==> config.mk <==
export PLATFORM = sky130hd
export DESIGN_NAME = point_distance_and_bearing_top_flat
export DESIGN_NICKNAME = d
export VERILOG_FILES = /design/src/rtl/pdb_pkg.sv /design/src/rtl/pdb_if.sv /design/src/rtl/point_distance_and_bearing_top.sv /design/src/flat_wrapper.sv
export SDC_FILE = /design/constraint.sdc
export NUM_CORES = 2
export LEC_CHECK = 0
export BUFFER_PORTS_ARGS = -buffer_cell sky130_fd_sc_hd__buf_2
export CORE_UTILIZATION = 30
export CTS_CLUSTER_SIZE = 16
export DETAILED_ROUTE_END_ITERATION = 6
export PLACE_DENSITY = 0.42
export SYNTH_ARGS = -nofsm -noshare
export SYNTH_HDL_FRONTEND = slang
export SYNTH_SLANG_ARGS = --single-unit
==> constraint.sdc <==
create_clock -name clock -period 9.12 [get_ports clock]
set_clock_uncertainty 0.05 [all_clocks]
set_input_delay 1.824 -clock clock [delete_from_list [all_inputs] [get_ports clock]]
set_output_delay 1.824 -clock clock [all_outputs]
set_load 0.05 [all_outputs]
==> src/rtl/pdb_pkg.sv <==
// Shared constants, types and arctangent table for the point distance and bearing block.
`timescale 1ns / 1ps

package pdb_pkg;

   localparam int COORD_WIDTH   = 16;
   localparam int CORDIC_STAGES = 16;
   localparam int ATAN_ENTRIES  = 24;
   localparam int NUM_ITER      = (CORDIC_STAGES < ATAN_ENTRIES) ? CORDIC_STAGES : ATAN_ENTRIES;

   localparam int GUARD_BITS = 8;
   localparam int DIFF_W     = COORD_WIDTH + 1;
   // room for guard bits, the CORDIC gain and the diagonal length
   localparam int DATA_W     = DIFF_W + GUARD_BITS + 3;
   localparam int ANGLE_W    = 32;
   localparam int BEARING_W  = 16;
   localparam int SPAN_W     = COORD_WIDTH + 1;

   localparam int GAIN_W    = 20;
   localparam int GAIN_FRAC = 20;
   localparam logic [GAIN_W-1:0] GAIN_INV = 20'd636751;
   localparam int PROD_W    = DATA_W - 1 + GAIN_W;
   localparam int SPAN_SHIFT = GAIN_FRAC + GUARD_BITS;
   localparam int QUOT_W    = PROD_W + 1 - SPAN_SHIFT;

   // pre-rotation stage, one stage per iteration, multiply stage, output stage
   localparam int NUM_STAGES  = NUM_ITER + 3;
   localparam int IN_FLIGHT_W = $clog2(NUM_STAGES + 1);

   localparam logic [ANGLE_W-1:0] ANGLE_PLUS_HALF_PI  = 32'h4000_0000;
   localparam logic [ANGLE_W-1:0] ANGLE_MINUS_HALF_PI = 32'hC000_0000;
   localparam logic [ANGLE_W-1:0] ANGLE_ROUND         = 32'h0000_8000;

   typedef logic signed [COORD_WIDTH-1:0] coord_type;
   typedef logic signed [DATA_W-1:0]      data_type;
   typedef logic [ANGLE_W-1:0]            angle_type;

   // atan(2^-i) scaled so that pi = 2^31
   function automatic angle_type atan_entry(input logic [4:0] idx);
      angle_type val;
      case (idx)
         5'd0:    val = 32'h20000000;
         5'd1:    val = 32'h12E4051E;
         5'd2:    val = 32'h09FB385B;
         5'd3:    val = 32'h051111D4;
         5'd4:    val = 32'h028B0D43;
         5'd5:    val = 32'h0145D7E1;
         5'd6:    val = 32'h00A2F61E;
         5'd7:    val = 32'h00517C55;
         5'd8:    val = 32'h0028BE53;
         5'd9:    val = 32'h00145F2F;
         5'd10:   val = 32'h000A2F98;
         5'd11:   val = 32'h000517CC;
         5'd12:   val = 32'h00028BE6;
         5'd13:   val = 32'h000145F3;
         5'd14:   val = 32'h0000A2FA;
         5'd15:   val = 32'h0000517D;
         5'd16:   val = 32'h000028BE;
         5'd17:   val = 32'h0000145F;
         5'd18:   val = 32'h00000A30;
         5'd19:   val = 32'h00000518;
         5'd20:   val = 32'h0000028C;
         5'd21:   val = 32'h00000146;
         5'd22:   val = 32'h000000A3;
         5'd23:   val = 32'h00000051;
         default: val = '0;
      endcase
      return val;
   endfunction

endpackage

==> src/rtl/pdb_if.sv <==
// Request and response channel interfaces for the point distance and bearing block.
`timescale 1ns / 1ps

interface pdb_req_if;
   logic                valid;
   logic                ready;
   pdb_pkg::coord_type  first_x;
   pdb_pkg::coord_type  first_y;
   pdb_pkg::coord_type  second_x;
   pdb_pkg::coord_type  second_y;

   modport source (output valid, first_x, first_y, second_x, second_y, input ready);
   modport sink   (input valid, first_x, first_y, second_x, second_y, output ready);
   modport monitor (input valid, ready, first_x, first_y, second_x, second_y);
endinterface

interface pdb_rsp_if;
   logic                              valid;
   logic                              ready;
   logic [pdb_pkg::SPAN_W-1:0]        span;
   logic signed [pdb_pkg::BEARING_W-1:0] bearing;

   modport source (output valid, span, bearing, input ready);
   modport sink   (input valid, span, bearing, output ready);
   modport monitor (input valid, ready, span, bearing);
endinterface

==> src/rtl/point_distance_and_bearing_top.sv <==
// Throughput: one request per cycle unless stalled; each iteration has its own register stage.
// A stalled response holds the last stage and every full stage behind it; bubbles still fill.
// Reset (synchronous, active high) clears every stage valid bit; data registers are not reset.
// Top level: unrolled CORDIC vectoring pipeline for distance and bearing.
`timescale 1ns / 1ps

module point_distance_and_bearing_top (
   input  logic        clock,
   input  logic        reset,
   pdb_req_if.sink     req_ch,
   pdb_rsp_if.source   rsp_ch
);

   localparam int NI  = pdb_pkg::NUM_ITER;
   localparam int NS  = pdb_pkg::NUM_STAGES;
   localparam int MUL = NI + 1;
   localparam int OUT = NI + 2;

   logic [NS-1:0] vld_ff;
   logic [NS-1:0] ready;

   // CORDIC stages: index 0 is the pre-rotation, k is after iteration k-1
   pdb_pkg::data_type  x_ff    [0:NI];
   pdb_pkg::data_type  y_ff    [0:NI];
   pdb_pkg::angle_type z_ff    [0:NI];
   logic               zero_ff [0:NI];
   pdb_pkg::data_type  x_in    [0:NI];
   pdb_pkg::data_type  y_in    [0:NI];
   pdb_pkg::angle_type z_in    [0:NI];

   logic [pdb_pkg::PROD_W-1:0]  prod_ff, prod_in;
   pdb_pkg::angle_type          mz_ff;
   logic                        mzero_ff;

   logic [pdb_pkg::SPAN_W-1:0]           span_ff, span_in;
   logic signed [pdb_pkg::BEARING_W-1:0] bearing_ff, bearing_in;

   // ready ripples back: a stage takes data when empty or when it moves on
   always_comb begin
      ready[NS-1] = !vld_ff[NS-1] || rsp_ch.ready;
      for (int s = NS - 2; s >= 0; s--) begin
         ready[s] = !vld_ff[s] || ready[s+1];
      end
   end

   assign req_ch.ready = ready[0];

   always_ff @(posedge clock) begin
      if (reset) begin
         vld_ff <= '0;
      end else begin
         if (ready[0]) vld_ff[0] <= req_ch.valid;
         for (int s = 1; s < NS; s++) begin
            if (ready[s]) vld_ff[s] <= vld_ff[s-1];
         end
      end
   end

   // pre-rotation into the right half plane
   logic signed [pdb_pkg::DIFF_W-1:0] dx, dy;
   pdb_pkg::data_type                 xs0, ys0;
   logic                              zero_in;

   assign dx = pdb_pkg::DIFF_W'(req_ch.second_x) - pdb_pkg::DIFF_W'(req_ch.first_x);
   assign dy = pdb_pkg::DIFF_W'(req_ch.first_y) - pdb_pkg::DIFF_W'(req_ch.second_y);
   assign xs0 = pdb_pkg::data_type'(pdb_pkg::DATA_W'(dx) <<< pdb_pkg::GUARD_BITS);
   assign ys0 = pdb_pkg::data_type'(pdb_pkg::DATA_W'(dy) <<< pdb_pkg::GUARD_BITS);
   assign zero_in = (dx == '0) && (dy == '0);

   always_comb begin
      if (xs0[pdb_pkg::DATA_W-1] && !ys0[pdb_pkg::DATA_W-1]) begin
         x_in[0] = ys0;
         y_in[0] = -xs0;
         z_in[0] = pdb_pkg::ANGLE_PLUS_HALF_PI;
      end else if (xs0[pdb_pkg::DATA_W-1]) begin
         x_in[0] = -ys0;
         y_in[0] = xs0;
         z_in[0] = pdb_pkg::ANGLE_MINUS_HALF_PI;
      end else begin
         x_in[0] = xs0;
         y_in[0] = ys0;
         z_in[0] = '0;
      end
   end

   always_ff @(posedge clock) begin
      if (ready[0] && req_ch.valid) begin
         x_ff[0]    <= x_in[0];
         y_ff[0]    <= y_in[0];
         z_ff[0]    <= z_in[0];
         zero_ff[0] <= zero_in;
      end
   end

   // one micro-rotation per stage
   for (genvar k = 1; k <= NI; k++) begin : g_iter
      localparam int SH = k - 1;
      pdb_pkg::data_type  xsh, ysh;
      pdb_pkg::angle_type atan_k;

      assign xsh    = x_ff[k-1] >>> SH;
      assign ysh    = y_ff[k-1] >>> SH;
      assign atan_k = pdb_pkg::atan_entry(5'(SH));

      assign x_in[k] = !y_ff[k-1][pdb_pkg::DATA_W-1] ? x_ff[k-1] + ysh : x_ff[k-1] - ysh;
      assign y_in[k] = !y_ff[k-1][pdb_pkg::DATA_W-1] ? y_ff[k-1] - xsh : y_ff[k-1] + xsh;
      assign z_in[k] = !y_ff[k-1][pdb_pkg::DATA_W-1] ? z_ff[k-1] + atan_k
                                                     : z_ff[k-1] - atan_k;

      always_ff @(posedge clock) begin
         if (ready[k] && vld_ff[k-1]) begin
            x_ff[k]    <= x_in[k];
            y_ff[k]    <= y_in[k];
            z_ff[k]    <= z_in[k];
            zero_ff[k] <= zero_ff[k-1];
         end
      end
   end

   // gain correction multiply; negative x clamps to zero
   logic [pdb_pkg::DATA_W-2:0] x_pos;

   assign x_pos   = x_ff[NI][pdb_pkg::DATA_W-1] ? '0 : x_ff[NI][pdb_pkg::DATA_W-2:0];
   assign prod_in = pdb_pkg::PROD_W'(x_pos) * pdb_pkg::PROD_W'(pdb_pkg::GAIN_INV);

   always_ff @(posedge clock) begin
      if (ready[MUL] && vld_ff[MUL-1]) begin
         prod_ff  <= prod_in;
         mz_ff    <= z_ff[NI];
         mzero_ff <= zero_ff[NI];
      end
   end

   // round, saturate, and round the angle to 16 bits
   logic [pdb_pkg::PROD_W:0]   prod_rnd;
   logic [pdb_pkg::QUOT_W-1:0] span_q;
   pdb_pkg::angle_type         z_rnd;

   assign prod_rnd = (pdb_pkg::PROD_W+1)'(prod_ff)
                   + ((pdb_pkg::PROD_W+1)'(1) << (pdb_pkg::SPAN_SHIFT - 1));
   assign span_q   = prod_rnd[pdb_pkg::PROD_W:pdb_pkg::SPAN_SHIFT];
   assign z_rnd    = mz_ff + pdb_pkg::ANGLE_ROUND;

   always_comb begin
      if (span_q > {{(pdb_pkg::QUOT_W - pdb_pkg::SPAN_W){1'b0}}, {pdb_pkg::SPAN_W{1'b1}}}) begin
         span_in = '1;
      end else begin
         span_in = span_q[pdb_pkg::SPAN_W-1:0];
      end
      if (mzero_ff) begin
         bearing_in = '0;
      end else begin
         bearing_in = z_rnd[pdb_pkg::ANGLE_W-1 -: pdb_pkg::BEARING_W];
      end
   end

   always_ff @(posedge clock) begin
      if (ready[OUT] && vld_ff[OUT-1]) begin
         span_ff    <= span_in;
         bearing_ff <= bearing_in;
      end
   end

   assign rsp_ch.valid   = vld_ff[OUT];
   assign rsp_ch.span    = span_ff;
   assign rsp_ch.bearing = bearing_ff;

endmodule

==> src/flat_wrapper.sv <==
// flat-port wrapper written by rule: the top's interface ports become plain ports
module point_distance_and_bearing_top_flat 
  (clock, reset, req_ch_valid, req_ch_first_x, req_ch_first_y, req_ch_second_x, req_ch_second_y, req_ch_ready, rsp_ch_valid, rsp_ch_span, rsp_ch_bearing, rsp_ch_ready);
  pdb_req_if req_ch_i ();
  pdb_rsp_if rsp_ch_i ();
  input  logic clock;
  input  logic reset;
  input wire logic [$bits(req_ch_i.valid)-1:0] req_ch_valid;
  input wire logic [$bits(req_ch_i.first_x)-1:0] req_ch_first_x;
  input wire logic [$bits(req_ch_i.first_y)-1:0] req_ch_first_y;
  input wire logic [$bits(req_ch_i.second_x)-1:0] req_ch_second_x;
  input wire logic [$bits(req_ch_i.second_y)-1:0] req_ch_second_y;
  output wire logic [$bits(req_ch_i.ready)-1:0] req_ch_ready;
  output wire logic [$bits(rsp_ch_i.valid)-1:0] rsp_ch_valid;
  output wire logic [$bits(rsp_ch_i.span)-1:0] rsp_ch_span;
  output wire logic [$bits(rsp_ch_i.bearing)-1:0] rsp_ch_bearing;
  input wire logic [$bits(rsp_ch_i.ready)-1:0] rsp_ch_ready;
  assign req_ch_i.valid = req_ch_valid;
  assign req_ch_i.first_x = req_ch_first_x;
  assign req_ch_i.first_y = req_ch_first_y;
  assign req_ch_i.second_x = req_ch_second_x;
  assign req_ch_i.second_y = req_ch_second_y;
  assign req_ch_ready = req_ch_i.ready;
  assign rsp_ch_valid = rsp_ch_i.valid;
  assign rsp_ch_span = rsp_ch_i.span;
  assign rsp_ch_bearing = rsp_ch_i.bearing;
  assign rsp_ch_i.ready = rsp_ch_ready;
  point_distance_and_bearing_top u_core (.clock(clock), .reset(reset), .req_ch(req_ch_i), .rsp_ch(rsp_ch_i));
endmodule
* Word level (Yosys, flattened, before mapping) *
Memory sizes are Yosys's and may differ from the RTL's. A register that Yosys moved wholly into a read port is not among the register bits.
Cells that the tools add are included.

operators by class
  add/sub/neg operators = 101
  multipliers = 1
  order comparisons = 1
  multiplexer cells = 89
  reductions and logical operators = 62

operator list
  cell                                            number
  two-way mux 28 bit                              36
  two-way mux 32 bit                              18
  adder 32 x 16 -> 32 bit, second input constant  2
  adder 28 x 13 -> 28 bit                         2
  adder 28 x 14 -> 28 bit                         2
  adder 28 x 15 -> 28 bit                         2
  adder 28 x 16 -> 28 bit                         2
  adder 28 x 17 -> 28 bit                         2
  adder 28 x 18 -> 28 bit                         2
  adder 28 x 19 -> 28 bit                         2
  adder 28 x 20 -> 28 bit                         2
  adder 28 x 21 -> 28 bit                         2
  adder 28 x 22 -> 28 bit                         2
  adder 28 x 23 -> 28 bit                         2
  adder 28 x 24 -> 28 bit                         2
  adder 28 x 25 -> 28 bit                         2
  adder 28 x 26 -> 28 bit                         2
  adder 28 x 27 -> 28 bit                         2
  negator 25 -> 28 bit                            2
  subtractor 28 x 13 -> 28 bit                    2
  subtractor 28 x 14 -> 28 bit                    2
  subtractor 28 x 15 -> 28 bit                    2
  subtractor 28 x 16 -> 28 bit                    2
  subtractor 28 x 17 -> 28 bit                    2
  53 further kinds                                156

storage, ports and cells
  flip-flop bits (word level) = 99
  memory bits (writable) = 1,513
  output and inout port bits = 35
  word-level logic and storage cells = 280
  memories = 4

memories
  memory          words  bits a word  rd ports  clocked after memory_dff  wr ports  line                                  text
  u_core.z_ff     17     32           17        1                         17        point_distance_and_bearing_top.sv:25  pdb_pkg::angle_type z_ff [0:NI];
  u_core.x_ff     17     28           17        0                         17        point_distance_and_bearing_top.sv:23  pdb_pkg::data_type x_ff [0:NI];
  u_core.y_ff     17     28           16        0                         17        point_distance_and_bearing_top.sv:24  pdb_pkg::data_type y_ff [0:NI];
  u_core.zero_ff  17     1            17        1                         17        point_distance_and_bearing_top.sv:26  logic zero_ff [0:NI];

* Longest topological paths before layout *
  word-level depth = 23
  depth in mapped cells = 28
  gate-level depth less buffers = 26

* Worst setup path before layout *
No wires, ideal clock.

  kind = in2reg
  start = input port rsp_ch_ready
  end = memory u_core.x_ff[0][252] (netlist bit), enable pin
  arrival = 8.875 ns
  setup slack = -0.475 ns
  cell stages on the path = 6
  cells stage by stage = nor2b_1 > and3_1 > and3_1 > nand2_1 > nor2_1 > a21boi_0

RTL lines
  item             line                                  text
  start, declared  flat_wrapper.sv:17                    input wire logic [$bits(rsp_ch_i.ready)-1:0] rsp_ch_ready;
  end, declared    point_distance_and_bearing_top.sv:23

==> flow_metrics.py <==
metrics = {
    "timing": {
        "worst_pin_slew_ns": 1.07,
        "min_period_over_period_pct": 93.6,
        "slew_headroom_pct": 28.7,
        "fin_setup_tns_ns": 0,
        "rsz0062_at_grt": "no",
        "fin_crit_ns": 8.54,
        "clock.fmax_mhz": 117,
        "final_hold_viol_count": 0,
        "drv_slew": 0,
        "setup_violations": 0,
    },
    "die": {
        "io_pins": 103,
        "core-area_mm2": 0.402,
        "start_util_pct": 30.1,
        "rows": 233,
        "dieArea_mm2": 0.407,
        "fp.dieH_um": 638,
        "die_w_um": 638,
    },
    "power_and_ir_drop": {
        "p_leak_nw": 55.0,
        "power.density_mw_per_mm2": 130,
        "max-vdd-ir-drop_v": 0.000134,
    },
    "clock_network": {
        "postCtsSetupBuffers": 0,
        "h-tree-depth": 4,
        "cts.sinks": 1378,
        "clk_path_buf_depth": 4,
        "cts_tree": "built",
        "cts_root_buf": "clkbuf_16",
        "numCtsBuffers": 182,
        "ctsHoldBuffers": 0,
        "cts.reportedPaths.clkPinSlew_ns": 0.06,
        "clk_latency_ns": 0.89,
        "cts_resized": 0,
    },
    "drt": {
        "dr_wl_met2_um": 166000,
        "routed_via_density": 4.92,
        "wl_per_cell_um": 18.5,
        "dr.first_iter.drc_count": 4156,
        "drt_first_pass_iters": 7,
        "wl_met1_um": 152000,
        "dr_total_vias": 89721,
        "finalWirelength_um": 336000,
        "antenna_left": 0,
        "top_layer": "met4",
        "dr_wl_met3_um": 7700,
        "drc": 0,
    },
    "logic_synthesis": {
        "synth_top_area_share_pct": 33.7,
        "synth_ff_type": "edfxtp_1",
        "synth_edf_count": 1359,
        "avgSynthCellArea_um2": 9.63,
        "yosysTopAreaCell": "edfxtp_1",
        "synthCells": 12587,
        "synthTopCellsByCount": "1459 x ha_1, 1359 x edfxtp_1, 1186 x a21oi_1, 1173 x nor2_1, 1058 x xnor2_1",
        "ys_warn_count": 0,
        "ys_types": 92,
        "ys_ff_latch": 1378,
        "yosysMostFrequentCell": "ha_1",
        "netlist_area_mm2": 0.121,
        "ys_async_sr_fraction_pct": 0,
        "synth_area_leaders": "edfxtp_1 34%, ha_1 15%, xnor2_1 7.6%",
        "ys_seq_area_share_pct": 34.0,
    },
    "placed_design": {
        "gp_congestion": 0.844,
        "placed_cell_area_mm2": 0.129,
        "dp_hpwl_um": 275000,
        "io_buffers": 102,
    },
    "critical_path": {
        "arrival_ns": 9.09,
        "crit_path_max_incr_delay_ns": 0.82,
        "worstPathCellList": "nand2b_1 -> inv_1 -> xnor2_1 -> xnor2_1 -> fa_1 -> fa_1 -> fa_1 -> inv_1 -> fa_1 -> fa_1 -> inv_1 -> fa_1 -> inv_1 -> ha_1 -> nand3_1 -> nor3_1 -> o221ai_1 -> a211oi_1 -> nor3_1 -> o211ai_1 -> nand2_1 -> o2111ai_1 -> a21oi_1 -> xnor2_1",
        "worst_setup_path_start_kind": "flop",
        "worstSetupPathType": "reg -> reg",
        "cp_max_fo": 23,
        "crit_path_frequent_cell": "fa_1",
        "crit_path_top_delay_cell": "edfxtp_1",
        "cp.required_ns": 9.67,
        "worst_setup_path_end_kind": "flop",
    },
    "global_route": {
        "grt_pass1_wl_um": 523000,
        "grt_max_degree": 74,
        "antenna_found_initial": 5,
        "grt_usage_pct": 16.2,
        "grt-ovfl-total": 0,
        "grt_pass1_vias": 89551,
    },
    "run_status": {
        "status": "finished, final reports clean",
    },
    "job": {
        "drv_cap": 0,
    },
    "cells_and_area": {
        "fin_area_mm2": 0.134,
        "fin_nets": 14599,
        "syn_to_final_growth_pct": 10.9,
        "drive_above_1_share_pct": 4.80,
    },
    "worst_hold_path": {
        "hold_path_class": "reg -> reg",
    },
}
## registers in the layout, summed over array words and instances, names as in the netlist
name and count:
u_core.mz_ff 17, u_core.mzero_ff 1, u_core.prod_ff 20, u_core.rsp_ch.bearing 16
u_core.rsp_ch.span 17, u_core.vld_ff 19, u_core.x_ff 446, u_core.y_ff 399
u_core.z_ff 426, u_core.zero_ff 17
## report_power, final
part | internal, mW | switching [mW] | total [mW]
registers | 7.21 | 0.173 | 7.38
clock network | 4.24 | 2.96 | 7.20
logic | 1.19 | 1.70 | 2.89
## metrics by stage
step / setup slack (ns) / instances / hold slack, ns / power (mW) / utilization [%]
2_1_floorplan: 0.273 / 12589 / 0.350 / 9.63 / -
3_3_place_gp: 0.781 / 17897 / 0.352 / 10.5 / 31.9
3_5_place_dp: 0.770 / 17897 / 0.355 / 10.4 / 31.9
4_1_cts: 0.689 / 18218 / 0.363 / 17.9 / 33.4
5_1_grt: 0.178 / 18219 / 0.374 / 18.3 / 33.4
6_report: 0.582 / 18219 / 0.366 / 17.5 / 33.4
## cells by family after synthesis
family / after synthesis / synth area share, %
flops: 1378 / 34.0
mux: 80 / 0.698
other cells: 1 / 0.00309
simple gates: 3355 / 13.3
xor+xnor: 1607 / 11.6
compound gates: 3291 / 17.2
buf+inv: 1138 / 3.54
fa+ha+maj: 1737 / 19.7
## final cells by class
type,instances,area [µm²]
fill,41486,268000
multi-input combinational,10073,75900
sequential,1378,41200
tap,5287,6620
clock buffer,215,4810
inverter,965,3620
timing repair buffer,194,1200
clock inverter,106,1040
antenna,1,2.50
## critical path, delay by kind of cell (launching register included)
kind,cells,cell delay [ns]
DFF,1,0.82
xor gates and xnor gates,3,0.69
adders and majority gates,7,3.26
buffers and inverters,4,0.40
and+or+nand+nor,5,1.17
AOI/OAI and AO/OA,5,1.86
## layout by cell type, fill, tap and decap left out, types with 32 or more instances in the layout
cell type  instances
a2111oi_0         44
a211o_1           32
a211oi_1         119
a21boi_0          46
a21o_1           464
a21oi_1         1184
a221oi_1          33
a31oi_1           96
and2_1            79
and3_1           121
buf_2            102
buf_4             92
clkbuf_16        187
clkinv_1          33
edfxtp_1        1359
fa_1             278
ha_1            1459
inv_1            960
mux2_2            36
mux2i_1           44
nand2_1          604
nand2b_1         197
nand3_1          190
nand4_1           64
nor2_1          1170
nor2b_1          196
nor3_1           348
nor3b_1           32
nor4_1            91
o211ai_1          66
o21a_1           140
o21ai_0          562
o21bai_1         134
o31ai_1           55
o41ai_1           46
or2_2             44
or3_1             92
xnor2_1         1058
xor2_1           549
## metal layers
| metal | global-route usage (%) | up-vias |
|---|---|---|
| li1 | - | 46077 |
| met3 | 1.39 | 383 |
| met4 | 4.89 | 0 |
| met1 | 20.4 | 42225 |
| met2 | 29.2 | 1036 |
| met5 | 0 | - |
## final timing paths
| check | endpoint | slack (ns) | depth (start not counted) | from |
|---|---|---|---|---|
| max | u_core.prod_ff[46] | 0.58 | 24 | u_core.x_ff[0][475] |
| min | u_core.mz_ff[19] | 0.37 | 0 | u_core.z_ff[16][19] |
| max reg2reg | u_core.prod_ff[46] | 0.58 | 24 | u_core.x_ff[0][475] |
| min reg2reg | u_core.mz_ff[19] | 0.37 | 0 | u_core.z_ff[16][19] |
(Power assumes the default switching activity.)
